$ cat config.mk
export PLATFORM = sky130hd
export DESIGN_NAME = ascii_decimal_integer_parser_unit
export DESIGN_NICKNAME = d
export VERILOG_FILES = /design/src/sv/aip_pkg.sv /design/src/sv/aip_in_reg.sv /design/src/sv/aip_core.sv /design/src/sv/aip_out_reg.sv /design/src/sv/ascii_decimal_integer_parser_unit.sv
export SDC_FILE = /design/constraint.sdc
export NUM_CORES = 1
export LEC_CHECK = 0
export ABC_AREA = 1
export BUFFER_PORTS_ARGS = -buffer_cell sky130_fd_sc_hd__buf_2
export CAP_MARGIN = 20
export CORE_ASPECT_RATIO = 0.8
export CORE_MARGIN = 1
export CORE_UTILIZATION = 30
export CTS_CLUSTER_DIAMETER = 60
export DETAILED_ROUTE_END_ITERATION = 8
export PLACE_DENSITY = 0.54
export SETUP_SLACK_MARGIN = 0.05
export SLEW_MARGIN = 20
export SYNTH_ARGS = -nofsm -noshare
export SYNTH_HDL_FRONTEND = slang
export SYNTH_SLANG_ARGS = --single-unit
$ cat constraint.sdc
create_clock -name clk -period 6.4 [get_ports clk]
set_input_delay 0.32 -clock clk [delete_from_list [all_inputs] [get_ports clk]]
set_output_delay 0.32 -clock clk [all_outputs]
set_load 0.02 [all_outputs]
$ cat src/sv/aip_pkg.sv
// Shared types and constants of the ASCII decimal integer parser.
`timescale 1ns / 1ps
package aip_pkg;

    localparam int VALUE_W = 64;
    localparam int CHAR_W  = 8;
    localparam int COUNT_W = 5;

    // configuration register indexes
    localparam logic REG_WIDTH_MODE  = 1'b0;
    localparam logic REG_SIGNED_MODE = 1'b1;

    localparam logic [CHAR_W-1:0] CH_PLUS  = 8'h2b;
    localparam logic [CHAR_W-1:0] CH_MINUS = 8'h2d;
    localparam logic [CHAR_W-1:0] CH_ZERO  = 8'h30;
    localparam logic [CHAR_W-1:0] CH_NINE  = 8'h39;
    localparam logic [CHAR_W-1:0] CH_SPACE = 8'h20;
    localparam logic [CHAR_W-1:0] CH_TAB   = 8'h09;
    localparam logic [CHAR_W-1:0] CH_CR    = 8'h0d;

    // token length limits, sign included, per width mode 8/16/32/64
    localparam logic [COUNT_W-1:0] LIMIT_SIGNED   [4] = '{5'd4, 5'd6, 5'd11, 5'd21};
    localparam logic [COUNT_W-1:0] LIMIT_UNSIGNED [4] = '{5'd3, 5'd5, 5'd10, 5'd20};

    typedef enum logic [1:0] {
        ST_OK        = 2'd0,
        ST_EMPTY     = 2'd1,
        ST_TOO_LONG  = 2'd2,
        ST_SIGN_ONLY = 2'd3
    } status_t;

    typedef struct packed {
        logic [CHAR_W-1:0] ch;
        logic              stream_end;
    } item_t;

    typedef struct packed {
        logic [1:0] width_mode;
        logic       signed_mode;
    } cfg_t;

    typedef struct packed {
        logic [VALUE_W-1:0] value;
        status_t            status;
        logic [CHAR_W-1:0]  stop_char;
    } result_t;

endpackage

$ cat src/sv/aip_in_reg.sv
// Input register of the parser: holds one accepted item until the core takes it.
`timescale 1ns / 1ps
module aip_in_reg
    import aip_pkg::*;
(
    input  logic  clk,
    input  logic  rst_n,
    input  logic  in_valid,
    output logic  in_ready,
    input  item_t in_item,
    input  logic  advance,
    output logic  item_valid,
    output item_t item
);

    logic  valid_reg;
    item_t item_reg;

    assign in_ready   = !valid_reg || advance;
    assign item_valid = valid_reg;
    assign item       = item_reg;

    always_ff @(posedge clk or negedge rst_n)
    begin
        if (!rst_n)
        begin
            valid_reg <= 1'b0;
        end
        else if (in_ready)
        begin
            valid_reg <= in_valid;
        end
    end

    always_ff @(posedge clk)
    begin
        if (in_valid && in_ready)
        begin
            item_reg <= in_item;
        end
    end

endmodule

$ cat src/sv/aip_core.sv
// Token state and single-pass next-state and result logic of the parser.
`timescale 1ns / 1ps
module aip_core
    import aip_pkg::*;
#(
    parameter int MAX_WIDTH = 64
)
(
    input  logic    clk,
    input  logic    rst_n,
    input  cfg_t    cfg,
    input  logic    item_valid,
    input  item_t   item,
    input  logic    out_free,
    output logic    advance,
    output logic    emit,
    output result_t result
);

    localparam logic [6:0]         MAXW    = 7'(MAX_WIDTH);
    localparam logic [COUNT_W-1:0] CNT_MAX = '1;

    logic                 in_token_reg,    in_token_next;
    logic [COUNT_W-1:0]   char_count_reg,  char_count_next;
    logic                 is_negative_reg, is_negative_next;
    logic [MAX_WIDTH-1:0] acc_reg,         acc_next;
    logic                 seen_digit_reg,  seen_digit_next;

    logic                 is_space;
    logic                 is_digit;
    logic                 is_sign;
    logic [MAX_WIDTH-1:0] acc_x10;
    logic [MAX_WIDTH-1:0] signed_acc;
    logic [6:0]           w_full;
    logic [6:0]           w;
    logic [VALUE_W-1:0]   mask;
    logic [VALUE_W-1:0]   top_bit;
    logic [VALUE_W-1:0]   wrapped;
    logic [COUNT_W-1:0]   limit;
    logic [CHAR_W-1:0]    stop;

    always_comb
    begin
        is_space = (item.ch == CH_SPACE) || (item.ch inside {[CH_TAB:CH_CR]});
        is_digit = item.ch inside {[CH_ZERO:CH_NINE]};
        is_sign  = ((item.ch == CH_PLUS) || (item.ch == CH_MINUS)) && (char_count_reg == '0);
        acc_x10  = {acc_reg[MAX_WIDTH-4:0], 3'b000} + {acc_reg[MAX_WIDTH-2:0], 1'b0}
                 + MAX_WIDTH'(item.ch[3:0]);
    end

    // token state update and end-of-token detection
    always_comb
    begin
        in_token_next    = in_token_reg;
        char_count_next  = char_count_reg;
        is_negative_next = is_negative_reg;
        acc_next         = acc_reg;
        seen_digit_next  = seen_digit_reg;
        emit             = 1'b0;
        stop             = '0;
        if (item.stream_end)
        begin
            emit = 1'b1;
        end
        else if (is_space && !in_token_reg)
        begin
            emit = 1'b0;
        end
        else if (is_digit || is_sign)
        begin
            if (is_digit)
            begin
                acc_next        = acc_x10;
                seen_digit_next = 1'b1;
            end
            else
            begin
                is_negative_next = (item.ch == CH_MINUS);
            end
            in_token_next   = 1'b1;
            char_count_next = (char_count_reg == CNT_MAX) ? CNT_MAX : char_count_reg + 1'b1;
        end
        else
        begin
            emit = 1'b1;
            stop = item.ch;
        end
        if (emit)
        begin
            in_token_next    = 1'b0;
            char_count_next  = '0;
            is_negative_next = 1'b0;
            acc_next         = '0;
            seen_digit_next  = 1'b0;
        end
    end

    // result of the token that ends with this item
    always_comb
    begin
        w_full     = 7'd8 << cfg.width_mode;
        w          = (w_full > MAXW) ? MAXW : w_full;
        mask       = {VALUE_W{1'b1}} >> (7'(VALUE_W) - w);
        top_bit    = mask ^ (mask >> 1);
        limit      = cfg.signed_mode ? LIMIT_SIGNED[cfg.width_mode]
                                     : LIMIT_UNSIGNED[cfg.width_mode];
        signed_acc = is_negative_reg ? ('0 - acc_reg) : acc_reg;
        wrapped    = VALUE_W'(signed_acc) & mask;
        result.stop_char = stop;
        if (char_count_reg == '0)
        begin
            result.value  = '0;
            result.status = ST_EMPTY;
        end
        else if (char_count_reg > limit)
        begin
            result.value  = cfg.signed_mode ? {VALUE_W{1'b1}} : mask;
            result.status = ST_TOO_LONG;
        end
        else if (!seen_digit_reg)
        begin
            result.value  = '0;
            result.status = ST_SIGN_ONLY;
        end
        else
        begin
            result.value  = (cfg.signed_mode && |(wrapped & top_bit)) ? (wrapped | ~mask)
                                                                       : wrapped;
            result.status = ST_OK;
        end
    end

    assign advance = item_valid && (!emit || out_free);

    always_ff @(posedge clk or negedge rst_n)
    begin
        if (!rst_n)
        begin
            in_token_reg    <= 1'b0;
            char_count_reg  <= '0;
            is_negative_reg <= 1'b0;
            acc_reg         <= '0;
            seen_digit_reg  <= 1'b0;
        end
        else if (advance)
        begin
            in_token_reg    <= in_token_next;
            char_count_reg  <= char_count_next;
            is_negative_reg <= is_negative_next;
            acc_reg         <= acc_next;
            seen_digit_reg  <= seen_digit_next;
        end
    end

endmodule

$ cat src/sv/aip_out_reg.sv
// Result register of the parser: holds one result item until the sink takes it.
`timescale 1ns / 1ps
module aip_out_reg
    import aip_pkg::*;
(
    input  logic    clk,
    input  logic    rst_n,
    input  logic    load,
    input  result_t result_in,
    output logic    out_free,
    output logic    out_valid,
    input  logic    out_ready,
    output result_t result_out
);

    logic    valid_reg;
    result_t result_reg;

    assign out_free   = !valid_reg || out_ready;
    assign out_valid  = valid_reg;
    assign result_out = result_reg;

    always_ff @(posedge clk or negedge rst_n)
    begin
        if (!rst_n)
        begin
            valid_reg <= 1'b0;
        end
        else if (load)
        begin
            valid_reg <= 1'b1;
        end
        else if (out_ready)
        begin
            valid_reg <= 1'b0;
        end
    end

    always_ff @(posedge clk)
    begin
        if (load)
        begin
            result_reg <= result_in;
        end
    end

endmodule

$ cat src/sv/ascii_decimal_integer_parser_unit.sv
// Top level of the ASCII decimal integer parser.
//
//  channel  | direction | payload                                    | handshake
//  ---------+-----------+--------------------------------------------+--------------------
//  s_*      | in        | tdata: ch; tuser: stream_end               | tvalid / tready
//  m_*      | out       | tdata: value, stop_char; tuser: status     | tvalid / tready
//  cfg_*    | in        | cfg_wdata to register cfg_addr             | cfg_we, no wait
//
// One item per cycle sustained: an item waits in the input register while the token logic
// (multiply by ten and add, or the end-of-token result) runs, and a token's result is
// then registered in the output register, which drives m_*.
// Reset clears the token state and valid flags and loads width_mode = 32 bits, signed.
// A stalled m_* side blocks only items that end a token; digits, signs and skipped
// whitespace keep flowing while a result waits in the output register.
`timescale 1ns / 1ps
module ascii_decimal_integer_parser_unit
    import aip_pkg::*;
#(
    parameter int MAX_WIDTH = 64
)
(
    input  logic        clk,
    input  logic        rst_n,
    input  logic        s_tvalid,
    output logic        s_tready,
    input  logic [7:0]  s_tdata,   // [7:0] ch
    input  logic [0:0]  s_tuser,   // [0] stream_end
    output logic        m_tvalid,
    input  logic        m_tready,
    output logic [71:0] m_tdata,   // [63:0] value, [71:64] stop_char
    output logic [1:0]  m_tuser,   // [1:0] status
    input  logic        cfg_we,
    input  logic        cfg_addr,
    input  logic [1:0]  cfg_wdata
);

    cfg_t    cfg_reg;
    item_t   in_item;
    item_t   item;
    logic    item_valid;
    logic    advance;
    logic    emit;
    logic    out_free;
    result_t result;
    result_t result_out;

    // register writes: take effect for the token that ends after them
    always_ff @(posedge clk or negedge rst_n)
    begin
        if (!rst_n)
        begin
            cfg_reg.width_mode  <= 2'd2;
            cfg_reg.signed_mode <= 1'b1;
        end
        else if (cfg_we)
        begin
            case (cfg_addr)
                REG_WIDTH_MODE:  cfg_reg.width_mode  <= cfg_wdata;
                REG_SIGNED_MODE: cfg_reg.signed_mode <= cfg_wdata[0];
                default:         cfg_reg             <= cfg_reg;
            endcase
        end
    end

    assign in_item.ch         = s_tdata;
    assign in_item.stream_end = s_tuser[0];

    // hold the incoming item while the token logic works on it
    aip_in_reg u_in_reg (
        .clk        (clk),
        .rst_n      (rst_n),
        .in_valid   (s_tvalid),
        .in_ready   (s_tready),
        .in_item    (in_item),
        .advance    (advance),
        .item_valid (item_valid),
        .item       (item)
    );

    // advance the token state; stall only when a result has nowhere to go
    aip_core #(
        .MAX_WIDTH (MAX_WIDTH)
    ) u_core (
        .clk        (clk),
        .rst_n      (rst_n),
        .cfg        (cfg_reg),
        .item_valid (item_valid),
        .item       (item),
        .out_free   (out_free),
        .advance    (advance),
        .emit       (emit),
        .result     (result)
    );

    aip_out_reg u_out_reg (
        .clk        (clk),
        .rst_n      (rst_n),
        .load       (advance && emit),
        .result_in  (result),
        .out_free   (out_free),
        .out_valid  (m_tvalid),
        .out_ready  (m_tready),
        .result_out (result_out)
    );

    assign m_tdata = {result_out.stop_char, result_out.value};
    assign m_tuser = result_out.status;

endmodule

Word-level counts from Yosys, hierarchy flattened
Cells that the tools add are included.

Bits in writable memories: 0. Register bits after elaboration: 160. Input bits: 17. Memories: 0. ROM bits: 0. Bits in latches: 0. Output and inout bits: 76.

Magnitude comparators: 7. Shift-type cells: 2. Reductions and logical operators: 29. Equal/unequal tests: 7. Muxes and demuxes: 42. Bitwise gates (word level): 7. Divide/modulo/power cells: 0. Multipliers: 0. Add/subtract/negate cells: 5.

Operators by type and width (count): $mux W64 (8); $mux W66 (2); $and A64 B64 Y64 (2); $add A64 B4 Y64 (1); $add A64 B64 Y64 (1); $not A64 Y64 (1); $or A64 B64 Y64 (1); $reduce_or A64 Y1 (1); $shr A64 B7 Y64 const A (1); $sub A1 B64 Y64 const A (1); $xor A64 B63 Y64 (1); $mux W5 (10); $eq A8 B6 Y1 const B (3); $bmux W5 S2 (2); $mux W1 (19); $reduce_and A5 Y1 (2); $ge A8 B4 Y1 const B (1); $ge A8 B6 Y1 const B (1); $le A8 B4 Y1 const B (1); $le A8 B6 Y1 const B (1); $logic_and A1 B1 Y1 (8); $gt A7 B7 Y1 const B (1); $mux W7 (1); $shl A4 B2 Y7 const A (1); 15 further kinds (28).

Logic depth before layout (Yosys ltp)
Depth after elaboration: 12. Mapped depth: 19. Depth with buffers taken out: 19.

Cells and area by module
Synthesis repeated with hierarchy kept, for this count alone.

Cell total of the unflattened synthesis: 2262. Area, all modules: 15006.9 µm².

Modules (own cells, without submodules): aip_core (area an instance 12288.0 µm², cells an instance 2151, times used 1); aip_out_reg (area an instance 2267.2 µm², cells an instance 79, times used 1); aip_in_reg (area an instance 315.3 µm², cells an instance 15, times used 1); ascii_decimal_integer_parser_unit (area an instance 136.4 µm², cells an instance 17, times used 1).

Least setup slack after synthesis
OpenSTA, ideal clock, no wires.

Path kind: flip-flop to flip-flop. Start point: reg u_core.char_count_reg[0]. End point: reg u_out_reg.result_reg, in the netlist u_out_reg.result_out[0] (enable). Arrival time: 2.849 ns. Stages on the path, launching flop included: 14. Buffers on the path: 0. Clock period less this slack: 3.277 ns. Slack: 3.123 ns. Library setup time: 0.428 ns. Path through: dfrtp_1 inv_1 ha_1 and3_1 inv_1 a21oi_1 nor2_1 nand2_1 nand2_2 nand2_1 nand2_1 inv_2 nand2_1 inv_1.

Cells in the longest elaborated chain, start to end: 10.

RTL lines: start: declaration (RTL line aip_core.sv:24) `logic [COUNT_W-1:0] char_count_reg, char_count_next;`; start signal: assignment (RTL line aip_core.sv:148) `char_count_reg <= char_count_next;`; $logic_not A5 Y1 (*) (RTL line aip_core.sv:46) `is_sign = ((item.ch == CH_PLUS) || (item.ch == CH_MINUS)) && (char_count_reg == '0);`; $logic_and A1 B1 Y1 (*) (RTL line aip_core.sv:46); $logic_or A1 B1 Y1 (*) (RTL line aip_core.sv:69) `else if (is_digit || is_sign)`; $mux W1 (*) (RTL line aip_core.sv:69); $mux W1 (*) (RTL line aip_core.sv:65) `else if (is_space && !in_token_reg)`; $mux W1 (*) (RTL line aip_core.sv:61) `if (item.stream_end)`; $logic_not A1 Y1 (RTL line aip_core.sv:133) `assign advance = item_valid && (!emit || out_free);`; $logic_or A1 B1 Y1 (RTL line aip_core.sv:133); $logic_and A1 B1 Y1 (RTL line aip_core.sv:133); $logic_and A1 B1 Y1 (*) (RTL line ascii_decimal_integer_parser_unit.sv:98) `.load (advance && emit),`; net u_out_reg.load (RTL line aip_out_reg.sv:8) `input logic load,`; end signal: assignment (RTL line aip_out_reg.sv:43) `result_reg <= result_in;`; end: declaration (RTL line aip_out_reg.sv:17) `result_t result_reg;`.

Mark *: on every way through the listed nets, which the timed path passes. The rest lies on a longest branch. A chain may end at the register's enable or synchronous reset.

Final worst setup path
Start point: reg u_core.char_count_reg[0]. End point: reg u_core.acc_reg[58].

Cells in the longest elaborated chain, start to end: 10.

RTL lines: $logic_not A5 Y1 (*) (RTL line aip_core.sv:46); $logic_and A1 B1 Y1 (*) (RTL line aip_core.sv:46); $logic_or A1 B1 Y1 (*) (RTL line aip_core.sv:69); $mux W1 (RTL line aip_core.sv:69); $mux W1 (RTL line aip_core.sv:65); $mux W1 (RTL line aip_core.sv:61); $logic_not A1 Y1 (RTL line aip_core.sv:133); $logic_or A1 B1 Y1 (RTL line aip_core.sv:133); $logic_and A1 B1 Y1 (RTL line aip_core.sv:133); $reduce_and A5 Y1 (no source line); end signal: assignment (RTL line aip_core.sv:150) `acc_reg <= acc_next;`; end: declaration (RTL line aip_core.sv:26) `logic [MAX_WIDTH-1:0] acc_reg, acc_next;`.

Mark *: on every way between the ends. The rest lies on a longest branch, timed or not.

==> out/metrics.yaml <==
finish:
  flow.area_growth_from_synthesis_pct: 11.08
  antenna_cells_inserted: 0
  final_common_cell: "sky130_fd_sc_hd__nand2_1"
  largest_register_ffs: 74
  regArea_um2: 4422
  layout.cells.most_common_list: "599 x sky130_fd_sc_hd__nand2_1, 355 x sky130_fd_sc_hd__nor2_1, 257 x sky130_fd_sc_hd__inv_1"
  drive_above_1_share_pct: 8.394
  filler_cell_count: 5314
  nets: 2490
  area_of_combinational_cells_with_multiple_inputs_um2: 9335
logic_synthesis:
  post_synth_num_cell_types: 45
  synthesis.area_um2: 15030
  syn-instance-count: 2263
  synthesis.area_per_instance_um2: 6.644
  synth_edf_count: 83
  postSynthNetCount: 2419
  synth_ff_type: "sky130_fd_sc_hd__edfxtp_1"
  postSynthRegisterBits: 160
  postSynth.asyncResetShare_pct: 48.13
  synth-seq-area-share_pct: 29.41
  ys_warn_count: 0
worst_setup_path:
  timing.critical_path.fanout_max: 66
  crit_arrival_ns: 4.48
  critPathRequiredTime_ns: 6.79
  worst_setup_path_start_kind: "flop"
  timing_worst_setup_path_type: "reg -> reg"
  reg2reg_path_depth: 14
  end_kind: "flop"
clocking:
  cts.sinks: 160
  cts_tree: "yes"
  root_buffer_cell: "sky130_fd_sc_hd__clkbuf_16"
  worst_skew_pair.late_latency_ns: 0.47
  cts_inserted_buffers: 17
  cts_max_path_buffers: 2
  postCtsSetupBuffers: 0
  cts.reportedPaths.clkPinSlew_ns: 0.08
  htree_levels: 4
grt:
  first_global_vias: 14260
  grt_start_max_net_pins: 67
  global_route.usage.total_pct: 21.66
  globalRoute.totalOverflow: 0
  grt_antenna_before_repair: 1
  wire_length_of_the_first_global_routing_pass_um: 84570
timing:
  clock_skews_ns: 0.02830
  report.final.hold_viol_count: 0
  setup_violations: 0
  maxSlewViolCount: 0
  clock.fmax_ghz: 0.2445
  setup_total_negative_slack_ns: 0
  relSlewSlack_pct: 28.74
  finalWorstPathRequiredPeriod_ns: 4.090
  setup_repair_after_global_routing_missed_its_margin: "false"
  fin_worst_hold_slack_ns: 0.03442
  layout_worst_path_cycle_share_pct: 63.91
  max_slew.worst_pin.slew_ns: 1.068
drt:
  via_count: 15350
  vias_per_cell: 5.093
  wire_per_inst_um: 18.25
  detailedRoute.firstIterationViolations: 1794
  firstDrtPassIters: 6
  routed_wl_um: 54990
  drtAntennaViolNets: 0
  drc_errors: 0
job:
  timing.max_cap.violations: 0
floorplanning:
  design.core.area_um2: 48920
  initial_utilization_pct: 30.73
  chipHeight_um: 202.2
  top_level_ports: 93
  die_w_um: 252.3
  std_cell_rows: 72
  die_ar_um2: 51020
hold_path:
  min-delay-path-class: "in -> reg"
  hold_path_depth: 2
power_and_ir_drop:
  power.density_cell_area_nw_per_um2: 162.5
  total_power_mw: 2.713
  leakage_nw: 8.283
  worst_ir_drop_vdd_uv: 176.6
placed_design:
  io_buffer_count: 92
  detailed_place_hpwl_um: 44340
  gpl.final_weighted_congestion: 0.9788
status:
  outcome: "complete, no violations"
[kinds of logic after synthesis]
kind of cell,after synthesis,synth area share [%]
AO/OA/AOI/OAI,428,15.15
XOR/XNOR,50,3.038
adder cells (fa/ha/maj),139,11.67
buffers and inverters,313,8.622
flip-flops,160,29.41
AND/OR/NAND/NOR,1173,32.12
[worst max-delay path: stages (launching register included)]
cell and delay (ns):
sky130_fd_sc_hd__dfrtp_1 0.41, sky130_fd_sc_hd__inv_1 0.14, sky130_fd_sc_hd__ha_1 0.15, sky130_fd_sc_hd__and3_2 0.16, sky130_fd_sc_hd__buf_4 0.55, sky130_fd_sc_hd__inv_1 0.19
sky130_fd_sc_hd__a21oi_1 0.17, sky130_fd_sc_hd__nor2_1 0.07, sky130_fd_sc_hd__nand2_1 0.07, sky130_fd_sc_hd__nand2_2 0.11, sky130_fd_sc_hd__inv_2 0.10, sky130_fd_sc_hd__nand3_2 0.60
sky130_fd_sc_hd__inv_2 0.91, sky130_fd_sc_hd__nand3_1 0.25, sky130_fd_sc_hd__nand2_1 0.10
[through the flow]
| stage | setup slack [ns] | utilization (%) | instances | cell area (um^2) |
|---|---|---|---|---|
| finish | 2.310 | 34.14 | 3013 | 16700 |
| CTS | 2.062 | 34.13 | 3013 | 16700 |
| floorplan | 3.123 | - | 2263 | 15030 |
| global placement | 2.222 | 32.92 | 2980 | 16100 |
| detailed placement | 2.090 | 32.92 | 2980 | 16110 |
| global route | 1.889 | 34.14 | 3013 | 16700 |
[cell type report]
| class | instances | share of cell area, % |
|---|---|---|
| well taps | 666 | 4.990 |
| clock buffers | 18 | 2.630 |
| multi-input cells | 1790 | 55.90 |
| repair buffers | 102 | 3.237 |
| flip-flops and latches | 160 | 26.48 |
| clock inverters | 14 | 0.8541 |
| inverters | 263 | 5.911 |
[Yosys cell counts, types with 3 or more instances]
cell                       instances  area, um^2
sky130_fd_sc_hd__nand2_1         600        2252
sky130_fd_sc_hd__nor2_1          355        1333
sky130_fd_sc_hd__inv_1           258       968.4
sky130_fd_sc_hd__a21oi_1         191       955.9
sky130_fd_sc_hd__o21ai_0         141       705.7
sky130_fd_sc_hd__ha_1            137        1714
sky130_fd_sc_hd__nand3_1         112       560.5
sky130_fd_sc_hd__edfxtp_1         83        2492
sky130_fd_sc_hd__dfrtp_1          75        1877
sky130_fd_sc_hd__o21ai_1          35       175.2
sky130_fd_sc_hd__xnor2_1          29       254.0
sky130_fd_sc_hd__clkbuf_1         25       93.84
sky130_fd_sc_hd__nand2_2          22       137.6
sky130_fd_sc_hd__nor3_1           21       105.1
sky130_fd_sc_hd__nand4_1          20       125.1
sky130_fd_sc_hd__xor2_1           20       175.2
sky130_fd_sc_hd__a31oi_1          15       93.84
sky130_fd_sc_hd__nor2_2           13       81.33
sky130_fd_sc_hd__nand3b_1         12       90.09
sky130_fd_sc_hd__a21o_1           11       82.58
sky130_fd_sc_hd__buf_6            10       112.6
sky130_fd_sc_hd__o21bai_1         10       75.07
sky130_fd_sc_hd__o21a_1            9       67.56
sky130_fd_sc_hd__buf_2             8       40.04
sky130_fd_sc_hd__or2_2             7       43.79
sky130_fd_sc_hd__a21boi_0          6       45.04
sky130_fd_sc_hd__o22ai_1           5       31.28
sky130_fd_sc_hd__buf_1             4       15.01
sky130_fd_sc_hd__inv_2             4       15.01
sky130_fd_sc_hd__nand2_4           3       33.78
sky130_fd_sc_hd__nand3_2           3       30.03
[worst paths after layout]
path / from / slack, ns / to
max reg2reg: u_core.char_count_reg[0]$_DFFE_PN0P_ / 2.31 / u_core.acc_reg[58]$_DFFE_PN0P_
max: u_core.char_count_reg[0]$_DFFE_PN0P_ / 2.31 / u_core.acc_reg[58]$_DFFE_PN0P_
min: cfg_we / 0.03 / cfg_reg[0]$_DFFE_PN1P_
min reg2reg: u_core.seen_digit_reg$_DFFE_PN0P_ / 0.54 / u_core.seen_digit_reg$_DFFE_PN0P_
max in group asynchronous: rst_n / 4.93 / u_core.acc_reg[38]$_DFFE_PN0P_
min in group asynchronous: rst_n / 0.29 / u_core.acc_reg[53]$_DFFE_PN0P_
[what timing repair did]
| action | CTS | global route |
|---|---|---|
| endpoints found under the setup margin | 0 | 0 |
| resized for setup | 0 | 0 |
| hold buffers | 1 | 0 |
| endpoints found under the hold margin | 20 | 0 |
[power by group]
| group | internal, mW | switching (mW) | total [mW] |
|---|---|---|---|
| sequential | 1.17 | 0.0278 | 1.20 |
| clock | 0.560 | 0.514 | 1.07 |
| combinational | 0.106 | 0.333 | 0.439 |
| total | 1.84 | 0.874 | 2.71 |
[per-layer routing]
metal  global-route usage, %  up-vias  wire (um)
li1                        -     7545          -
met1                   34.29     7168      28090
met2                   29.45      582      21190
met3                   4.392       49       4864
met4                   4.372        2        835
met5                       0        -          9
Power figures use the tool's default switching activity.
